--- config.mk ---
export PLATFORM = sky130hd
export DESIGN_NAME = address_region_table
export DESIGN_NICKNAME = d
export VERILOG_FILES = /design/src/hw/rtl/art_pkg.sv /design/src/hw/rtl/art_ram.sv /design/src/hw/rtl/address_region_table.sv
export SDC_FILE = /design/constraint.sdc
export NUM_CORES = 2
export LEC_CHECK = 0
export ABC_AREA = 1
export ABC_CLOCK_PERIOD_IN_PS = 63900
export BUFFER_PORTS_ARGS = -buffer_cell sky130_fd_sc_hd__buf_2
export CAP_MARGIN = 40
export CORE_MARGIN = 2
export CORE_UTILIZATION = 45
export DETAILED_ROUTE_END_ITERATION = 10
export GPL_TIMING_DRIVEN = 0
export HOLD_SLACK_MARGIN = 0.1
export PLACE_DENSITY = 0.67
export SETUP_SLACK_MARGIN = 0.3
export SYNTH_ARGS = -nofsm -noshare
export SYNTH_HDL_FRONTEND = slang
export SYNTH_SLANG_ARGS = --single-unit
--- constraint.sdc ---
create_clock -name clk -period 63.9 [get_ports clk]
set_input_delay 3.195 -clock clk [delete_from_list [all_inputs] [get_ports clk]]
set_output_delay 3.195 -clock clk [all_outputs]
set_load 0.02 [all_outputs]
--- src/hw/rtl/art_pkg.sv ---
// Package: types, constants and codes for the address region table.
`default_nettype none
package art_pkg;
  localparam int MaxRegions = 16;
  localparam int PageShift  = 12;
  localparam int PageW      = 64 - PageShift;
  localparam int IdxW       = $clog2(MaxRegions);
  localparam int CntW       = $clog2(MaxRegions + 1);
  localparam int EntryW     = 2 * PageW + 8;
  localparam logic [PageW-1:0] FloorPages = PageW'(4);

  localparam logic [1:0] OpInsert = 2'd0;
  localparam logic [1:0] OpRemove = 2'd1;
  localparam logic [1:0] OpFind   = 2'd2;
  localparam logic [1:0] OpGap    = 2'd3;

  localparam logic [2:0] StOk      = 3'd0;
  localparam logic [2:0] StMissing = 3'd1;
  localparam logic [2:0] StOverlap = 3'd2;
  localparam logic [2:0] StFull    = 3'd3;
  localparam logic [2:0] StInvalid = 3'd4;

  typedef struct packed {
    logic [1:0]  op;
    logic [63:0] addr_a;
    logic [63:0] addr_b;
    logic [63:0] req_length;
    logic [7:0]  region_flag_bits;
  } in_item_t;

  typedef struct packed {
    logic [2:0]  status;
    logic [63:0] hit_start;
    logic [63:0] hit_end;
    logic [7:0]  hit_flags;
    logic [63:0] gap_address;
    logic [4:0]  entries_used;
  } out_item_t;

  typedef struct packed {
    logic [PageW-1:0] start_page;
    logic [PageW-1:0] end_page;
    logic [7:0]       flags;
  } entry_t;

  typedef enum logic [3:0] {
    S_IDLE, S_CHECK, S_SCAN_RD, S_SCAN, S_SHIFT_RD, S_SHIFT_WR, S_PUT,
    S_GAP_LAST, S_DONE
  } state_t;
endpackage
`default_nettype wire

--- src/hw/rtl/art_ram.sv ---
// Generic single-port-write, one-read RAM with registered read data.
`default_nettype none
module art_ram #(
  parameter int Depth = 16,
  parameter int Width = 8
) (
  input  wire logic                     clk,
  input  wire logic                     we,
  input  wire logic [$clog2(Depth)-1:0] waddr,
  input  wire logic [Width-1:0]         wdata,
  input  wire logic [$clog2(Depth)-1:0] raddr,
  output logic      [Width-1:0]         rdata
);
  logic [Width-1:0] mem [Depth];

  always_ff @(posedge clk) begin
    if (we) mem[waddr] <= wdata;
    rdata <= mem[raddr];
  end
endmodule
`default_nettype wire

--- src/hw/rtl/address_region_table.sv ---
// Address region table: top level with sequencer over the entry memory.
// Holds up to MaxRegions sorted, non-overlapping page regions in one RAM of
// entries (start page, end page, flags), read one entry at a time with
// registered read data. Every operation that passes its checks walks the
// used entries in order, each entry read, then compared. A remove shifts
// the entries above the hit down; an accepted insert shifts the entries at
// and above its position up after the walk, then writes the new entry. The
// result is held in an output register until transferred; the next item is
// taken once that transfer is done.
`default_nettype none
module address_region_table (
  input  wire logic              clk,
  input  wire logic              rst,
  input  wire logic              in_valid,
  output logic                   in_ready,
  input  wire art_pkg::in_item_t in_data,
  output logic                   out_valid,
  input  wire logic              out_ready,
  output art_pkg::out_item_t     out_data
);
  localparam int PW = art_pkg::PageW;
  localparam int IW = art_pkg::IdxW;
  localparam int CW = art_pkg::CntW;

  art_pkg::state_t   state, state_next;
  art_pkg::in_item_t req;
  logic [CW-1:0]     used, cnt;     // cnt: walk index
  logic [CW-1:0]     pos;           // insert position
  logic              pos_found;
  logic              overlap;
  logic [PW-1:0]     sp, prev_end;
  logic [PW:0]       ep, lp;        // one spare bit: rounding up may carry out
  logic [2:0]        status;
  logic [63:0]       hs, he, gap;
  logic [7:0]        hf;

  // entry memory
  logic              we;
  logic [IW-1:0]     waddr, raddr;
  art_pkg::entry_t   wdata, rdata;
  logic [art_pkg::EntryW-1:0] rbits;

  art_ram #(.Depth(art_pkg::MaxRegions), .Width(art_pkg::EntryW)) u_ram (
    .clk(clk), .we(we), .waddr(waddr), .wdata(wdata), .raddr(raddr),
    .rdata(rbits)
  );
  assign rdata = art_pkg::entry_t'(rbits);

  // page rounding of the incoming item
  logic [PW-1:0] a_pg;
  logic [PW:0]   b_up_w, l_up_w;
  always_comb begin
    a_pg   = in_data.addr_a[63:art_pkg::PageShift];
    b_up_w = {1'b0, in_data.addr_b[63:art_pkg::PageShift]} +
             (PW+1)'(in_data.addr_b[art_pkg::PageShift-1:0] != '0);
    l_up_w = {1'b0, in_data.req_length[63:art_pkg::PageShift]} +
             (PW+1)'(in_data.req_length[art_pkg::PageShift-1:0] != '0);
  end

  // gap candidate for the current window [low, high)
  logic [PW-1:0] cand_low;
  logic [PW:0]   cand_high;
  logic          cand_ok;
  logic [PW-1:0] low0;
  always_comb begin
    low0     = (sp > art_pkg::FloorPages) ? sp : art_pkg::FloorPages;
    cand_low = (prev_end > low0) ? prev_end : low0;
    cand_high = ep;
    if (state == art_pkg::S_SCAN && {1'b0, rdata.start_page} < ep)
      cand_high = {1'b0, rdata.start_page};
    cand_ok = ({1'b0, cand_low} < cand_high) &&
              (lp <= cand_high - {1'b0, cand_low});
  end

  assign in_ready = (state == art_pkg::S_IDLE);

  always_ff @(posedge clk) begin
    if (rst) state <= art_pkg::S_IDLE;
    else     state <= state_next;
  end

  // decisions of the walk
  logic            check_bad, scan_stop, shift_end;
  art_pkg::state_t scan_next, scan_end_next, shift_end_next;
  logic            contains;
  always_comb begin
    check_bad = 1'b0;
    if (req.op == art_pkg::OpInsert)
      check_bad = (req.addr_a >= req.addr_b) || ep[PW];
    else if (req.op == art_pkg::OpGap)
      check_bad = (req.addr_a >= req.addr_b) || (req.req_length == '0) ||
                  (req.addr_b - req.addr_a < req.req_length);
    contains  = (sp >= rdata.start_page) && (sp < rdata.end_page);
    scan_stop = 1'b0;
    scan_next = art_pkg::S_DONE;
    case (req.op)
      art_pkg::OpRemove, art_pkg::OpFind: begin
        scan_stop = (sp < rdata.start_page) || contains;
        scan_next = (contains && req.op == art_pkg::OpRemove) ?
                    art_pkg::S_SHIFT_RD : art_pkg::S_DONE;
      end
      art_pkg::OpGap: scan_stop = cand_ok;
      default: ;
    endcase
    // end of the walk without an early stop
    case (req.op)
      art_pkg::OpGap:    scan_end_next = art_pkg::S_GAP_LAST;
      art_pkg::OpInsert: scan_end_next = (overlap || used == CW'(art_pkg::MaxRegions))
                                         ? art_pkg::S_DONE : art_pkg::S_SHIFT_RD;
      default:           scan_end_next = art_pkg::S_DONE;
    endcase
    if (req.op == art_pkg::OpInsert) begin
      shift_end      = (cnt == pos);
      shift_end_next = art_pkg::S_PUT;
    end else begin
      shift_end      = (cnt + 1'b1 >= used);
      shift_end_next = art_pkg::S_DONE;
    end
  end

  // next state and memory control
  always_comb begin
    state_next = state;
    we    = 1'b0;
    waddr = cnt[IW-1:0];
    wdata = rdata;
    raddr = cnt[IW-1:0];
    case (state)
      art_pkg::S_IDLE:     if (in_valid) state_next = art_pkg::S_CHECK;
      art_pkg::S_CHECK:    state_next = (used == '0) ?
                             ((req.op == art_pkg::OpGap) ? art_pkg::S_GAP_LAST
                              : (req.op == art_pkg::OpInsert) ? art_pkg::S_PUT
                              : art_pkg::S_DONE)
                             : art_pkg::S_SCAN_RD;
      art_pkg::S_SCAN_RD:  state_next = art_pkg::S_SCAN;
      art_pkg::S_SCAN:     state_next = art_pkg::S_SCAN_RD;
      art_pkg::S_SHIFT_RD: begin
        // insert reads cnt-1, remove reads cnt+1
        raddr = (req.op == art_pkg::OpInsert) ? IW'(cnt - 1'b1) : IW'(cnt + 1'b1);
        state_next = art_pkg::S_SHIFT_WR;
      end
      art_pkg::S_SHIFT_WR: begin
        we = 1'b1;
        state_next = art_pkg::S_SHIFT_RD;
      end
      art_pkg::S_PUT: begin
        we    = 1'b1;
        waddr = pos[IW-1:0];
        wdata = '{start_page: sp, end_page: ep[PW-1:0], flags: req.region_flag_bits};
        state_next = art_pkg::S_DONE;
      end
      art_pkg::S_GAP_LAST: state_next = art_pkg::S_DONE;
      art_pkg::S_DONE:     if (out_ready) state_next = art_pkg::S_IDLE;
      default:             state_next = art_pkg::S_IDLE;
    endcase
    // early exits decided in the sequential block are reflected by its writes
    if (state == art_pkg::S_SCAN && scan_stop) state_next = scan_next;
    if (state == art_pkg::S_SCAN_RD && cnt >= used) state_next = scan_end_next;
    if (state == art_pkg::S_SHIFT_RD && shift_end) state_next = shift_end_next;
    if (state == art_pkg::S_CHECK && check_bad) state_next = art_pkg::S_DONE;
  end

  // datapath registers
  always_ff @(posedge clk) begin
    if (rst) begin
      used <= '0;
    end else begin
      case (state)
        art_pkg::S_IDLE: if (in_valid) begin
          req <= in_data; sp <= a_pg; ep <= b_up_w; lp <= l_up_w;
          cnt <= '0; pos <= '0; pos_found <= 1'b0; overlap <= 1'b0;
          prev_end <= '0;
          status <= art_pkg::StOk; hs <= '0; he <= '0; hf <= '0; gap <= '0;
        end
        art_pkg::S_CHECK: begin
          if (check_bad) status <= art_pkg::StInvalid;
          else if (used == '0 && (req.op == art_pkg::OpRemove ||
                                  req.op == art_pkg::OpFind))
            status <= art_pkg::StMissing;
        end
        art_pkg::S_SCAN_RD: if (cnt >= used) begin
          if (req.op == art_pkg::OpInsert) begin
            if (!pos_found) pos <= used;
            if (overlap) status <= art_pkg::StOverlap;
            else if (used == CW'(art_pkg::MaxRegions)) status <= art_pkg::StFull;
            else cnt <= used;
          end else if (req.op != art_pkg::OpGap) status <= art_pkg::StMissing;
        end
        art_pkg::S_SCAN: begin
          // a remove keeps the index of the hit for the shift
          if (!(contains && (req.op == art_pkg::OpRemove ||
                             req.op == art_pkg::OpFind)))
            cnt <= cnt + 1'b1;
          prev_end <= rdata.end_page;
          case (req.op)
            art_pkg::OpInsert: begin
              if (sp < rdata.end_page && {1'b0, rdata.start_page} < ep)
                overlap <= 1'b1;
              if (!pos_found && !(rdata.start_page < sp)) begin
                pos <= cnt; pos_found <= 1'b1;
              end
            end
            art_pkg::OpGap:
              if (cand_ok) gap <= {cand_low, {art_pkg::PageShift{1'b0}}};
            default:
              if (contains) begin
                hs <= {rdata.start_page, {art_pkg::PageShift{1'b0}}};
                he <= {rdata.end_page, {art_pkg::PageShift{1'b0}}};
                hf <= rdata.flags;
              end else if (sp < rdata.start_page) status <= art_pkg::StMissing;
          endcase
        end
        art_pkg::S_SHIFT_RD: if (shift_end) begin
          if (req.op == art_pkg::OpRemove) used <= used - 1'b1;
        end
        art_pkg::S_SHIFT_WR:
          cnt <= (req.op == art_pkg::OpInsert) ? cnt - 1'b1 : cnt + 1'b1;
        art_pkg::S_PUT: used <= used + 1'b1;
        art_pkg::S_GAP_LAST: begin
          if (cand_ok) gap <= {cand_low, {art_pkg::PageShift{1'b0}}};
          else status <= art_pkg::StInvalid;
        end
        default: ;
      endcase
    end
  end

  assign out_valid = (state == art_pkg::S_DONE);
  always_comb begin
    out_data.status       = status;
    out_data.hit_start    = hs;
    out_data.hit_end      = he;
    out_data.hit_flags    = hf;
    out_data.gap_address  = gap;
    out_data.entries_used = 5'(used);
  end

  // checks
  a_used_max: assert property (@(posedge clk) disable iff (rst)
    used <= CW'(art_pkg::MaxRegions)) else $error("entry count beyond depth");
  a_busy: assert property (@(posedge clk) disable iff (rst)
    out_valid |-> !in_ready) else $error("input taken while result pending");
  a_hold: assert property (@(posedge clk) disable iff (rst)
    out_valid && !out_ready |=> out_valid && $stable(out_data))
    else $error("result dropped before transfer");
endmodule
`default_nettype wire

==> metrics.yaml <==
timing:
  fin_crit_ns: 11.04
  worst_slew_pin_slew_ns: 1.03
  tns_ns: 0
  relSlewSlack_pct: 30.4
  fin_crit_sh_pct: 17.3
  fin_ws_ns: 52.86
  hold_viol: 0
  finClkSkew_ns: 0.0869
  fmax_ghz: 0.0905
  rsz0062_at_grt: "false"
  setup_viol: 0
  drv_slew: 0
routing:
  via_count: 86400
  post_drt_wl_per_cell_um: 31.1
  post_drt_via_cell_ratio: 6.20
  drt_wl_total_mm: 434
  drcViolationCount: 3
  firstDrtPassIters: 9
  drt-initial-drc-count: 13700
  ant_nets: 0
power_and_ir_drop:
  p_total_mw: 7.00
  switching_share_pct: 44.5
  pwr-share-comb_pct: 45.0
  vdd_ir_drop_max_v: 0.0000331
  netSwitchingPower_mw: 3.12
  clkPwrFrac_pct: 22.4
  p_per_area_nw_per_um2: 53.9
  internal-power_mw: 3.89
  seqPwrFrac_pct: 32.7
  leakage_nw: 47.9
run_status:
  violations: "design-rule violations"
  status: "finished, violations left"
worst_setup_path:
  crit_family: "simple AND/OR/NAND/NOR gates"
  cp_num_cells: 42
  worst-path-max-fanout: 11
  crit_start: "req[189]$_DFFE_PP_"
  path_class: "reg2reg"
  cpMostUsedCell: "nand2_1"
  critPathRequiredTime_ns: 64.61
  arrival_ns: 11.75
  crit_end: "gap[34]$_SDFFCE_PP0P_"
  critical_path.max_stage_delay_ns: 0.69
  worst-path-buf-inv: 8
  r2r_setup_slack_ns: 52.86
  r2r-end: "gap[34]$_SDFFCE_PP0P_"
  slowest_stage: "a2111oi_0"
  startpoint_type: "flop"
  r2r-start: "req[189]$_DFFE_PP_"
  worstRegToRegCells: 42
  end_kind: "flop"
clock_network:
  cts_sinks: 2464
  root_buffer: "clkbuf_16"
  h-tree-depth: 5
  cts_max_path_buffers: 4
  postCtsSetupRepairBufs: 0
  ctsResizeCount: 0
  clk_pin_slew_ns: 0.06
  insertion_delay_ns: 0.96
  cts_tree: "yes"
  numCtsBuffers: 278
  cts_hold_buf: 0
synthesis:
  yosysWarnings: 0
  synthXorXnorAreaFrac_pct: 1.67
  synthArstFlopShare_pct: 0
  syn_avg_cell_area_um2: 11.7
  synthAdderAreaFrac_pct: 5.21
  netlist_area_um2: 111000
  synthDistinctLibCells: 74
  muxShareOfSynthArea_pct: 0
  syn_inst: 9451
  synth_edf_count: 2343
  synth_compound_area_share_pct: 12.9
  synth_simple_gate_area_share_pct: 10.3
  yosysSeqAreaShare_pct: 65.8
  synth_top_family_by_area: "compound AO/OA/AOI/OAI gates"
  ys_ff_latch: 2464
  synthFlopType: "edfxtp_1"
floorplanning:
  die_x_um: 500
  io_pins: 416
  die_y_um: 500
  dieArea_um2: 250000
  start_util_pct: 45.1
  core_um2: 245000
  rows: 182
job:
  drv_cap: 0
placement:
  hpwl_mm: 330
  preCtsSetupSlack_ns: 53.10
  gp_congestion: 1.02
  port_buffers: 391
  dp_cells: 13400
grt:
  overflow: 0
  grt_antenna_before_repair: 52
  grt_util_all_layers_pct: 33.7
  grt_pass1_wl_mm: 599
  grt_start_max_net_pins: 29
  grt_pass1_vias: 82100
worst_hold_path:
  min_path_type: "reg2reg"
  whs_path_depth: 2
cells_and_area:
  final_cells: 13900
  fillers: 20600
  nets: 11200
  area_delta_synth_final_pct: 17.5
  layout-drive-gt1-share_pct: 12.5
## flip-flops by register name, indices dropped and copies added, names as in the netlist, 4 cells and up
register	flops
u_ram.rdata	112
u_ram.mem	1792
hs	52
hf	8
lp	53
gap	64
he	52
cnt	5
req	202
pos	5
ep	53
used	5
state	4
prev_end	52
## cells in the final DEF (no fill, tap or decap), types with 67 or more instances in the layout
| master | count |
|---|---|
| edfxtp_1 | 2343 |
| inv_1 | 676 |
| o221ai_1 | 327 |
| clkbuf_1 | 463 |
| o21ai_1 | 101 |
| buf_2 | 461 |
| nand4_1 | 69 |
| buf_12 | 80 |
| a21oi_1 | 349 |
| o211ai_1 | 152 |
| clkbuf_16 | 283 |
| xnor2_1 | 67 |
| nand3_1 | 196 |
| o22ai_1 | 134 |
| dfxtp_1 | 121 |
| nor2_1 | 1331 |
| xor2_1 | 144 |
| buf_4 | 148 |
| o21ai_0 | 1130 |
| ha_1 | 456 |
| nand2_1 | 965 |
## final cells by class
class                   count  area [um2]  area share (%)
flip-flops and latches   2464       72800            56.0
plain buffers             475        1960            1.51
clock inverters           125        1220           0.935
well taps                3220        4030            3.10
diodes                     30        75.1          0.0577
multi-input cells        5827       33600            25.8
inverters                 708        2660            2.04
repair buffers            745        6280            4.83
clock buffers             352        7480            5.75
## metrics by stage
| step | cell area (um2) | utilization (%) | hold WS, ns |
|---|---|---|---|
| 3_3_place_gp | 117000 | 47.6 | 0.542 |
| 5_1_grt | 130000 | 53.0 | 0.580 |
| 3_5_place_dp | 121000 | 49.4 | 0.531 |
| 6_report | 130000 | 53.0 | 0.546 |
| 2_1_floorplan | 111000 | - | 0.515 |
| 4_1_cts | 130000 | 53.0 | 0.552 |
## layer usage
layer | routed length, um | vias up | global-route usage [%]
met5 | 233 | - | 0
met4 | 29000 | 38 | 19.5
met3 | 56800 | 1181 | 10.1
met2 | 191000 | 6360 | 51.3
met1 | 157000 | 42300 | 42.9
li1 | - | 36600 | -
## power groups by stage
stage	clock, mW	combinational (mW)	sequential (mW)
floorplan	0	1.60	2.33
global placement	0	2.79	2.43
detailed placement	0	3.01	2.30
CTS	1.57	3.03	2.27
global route	1.63	3.32	2.29
finish	1.57	3.15	2.29
## worst min-delay path by stage
| stage | start | end | slack [ns] |
|---|---|---|---|
| after floorplan | u_ram.rdata[0]$_DFF_P_ | hf[0]$_SDFFCE_PN0P_ | 0.51 |
| after global placement | u_ram.rdata[5]$_DFF_P_ | hf[5]$_SDFFCE_PN0P_ | 0.54 |
| after detailed placement | u_ram.rdata[4]$_DFF_P_ | hf[4]$_SDFFCE_PN0P_ | 0.53 |
| after CTS | u_ram.rdata[2]$_DFF_P_ | hf[2]$_SDFFCE_PN0P_ | 0.55 |
| after global routing | u_ram.rdata[4]$_DFF_P_ | hf[4]$_SDFFCE_PN0P_ | 0.58 |
| final | u_ram.rdata[2]$_DFF_P_ | hf[2]$_SDFFCE_PN0P_ | 0.55 |
## cell families after synthesis
family	count (synthesis)
other	1
flip-flops	2464
adder cells (fa/ha/maj)	459
AND/OR/NAND/NOR	2757
buffers and inverters	1183
XOR/XNOR	211
AO/OA/AOI/OAI	2376
## synth_stat cells (144+ instances only)
cell type | n | share of area (%)
edfxtp_1 | 2343 | 64
nor2_1 | 1349 | 4.6
o21ai_0 | 1213 | 5.5
nand2_1 | 965 | 3.3
inv_1 | 676 | 2.3
ha_1 | 456 | 5.2
clkbuf_1 | 431 | 1.5
a21oi_1 | 350 | 1.6
o221ai_1 | 327 | 2.6
nand3_1 | 196 | 0.89
o211ai_1 | 152 | 1.0
xor2_1 | 144 | 1.1
## worst reg2reg max path, delay by kind of cell (launching register included)
kind	cells	cell delay (ns)
compound gates	10	2.62
xor+xnor	1	0.31
fa+ha+maj	3	1.09
buf+inv	8	2.26
flops	1	0.56
simple gates	20	4.00
(Power assumes the default switching activity.)
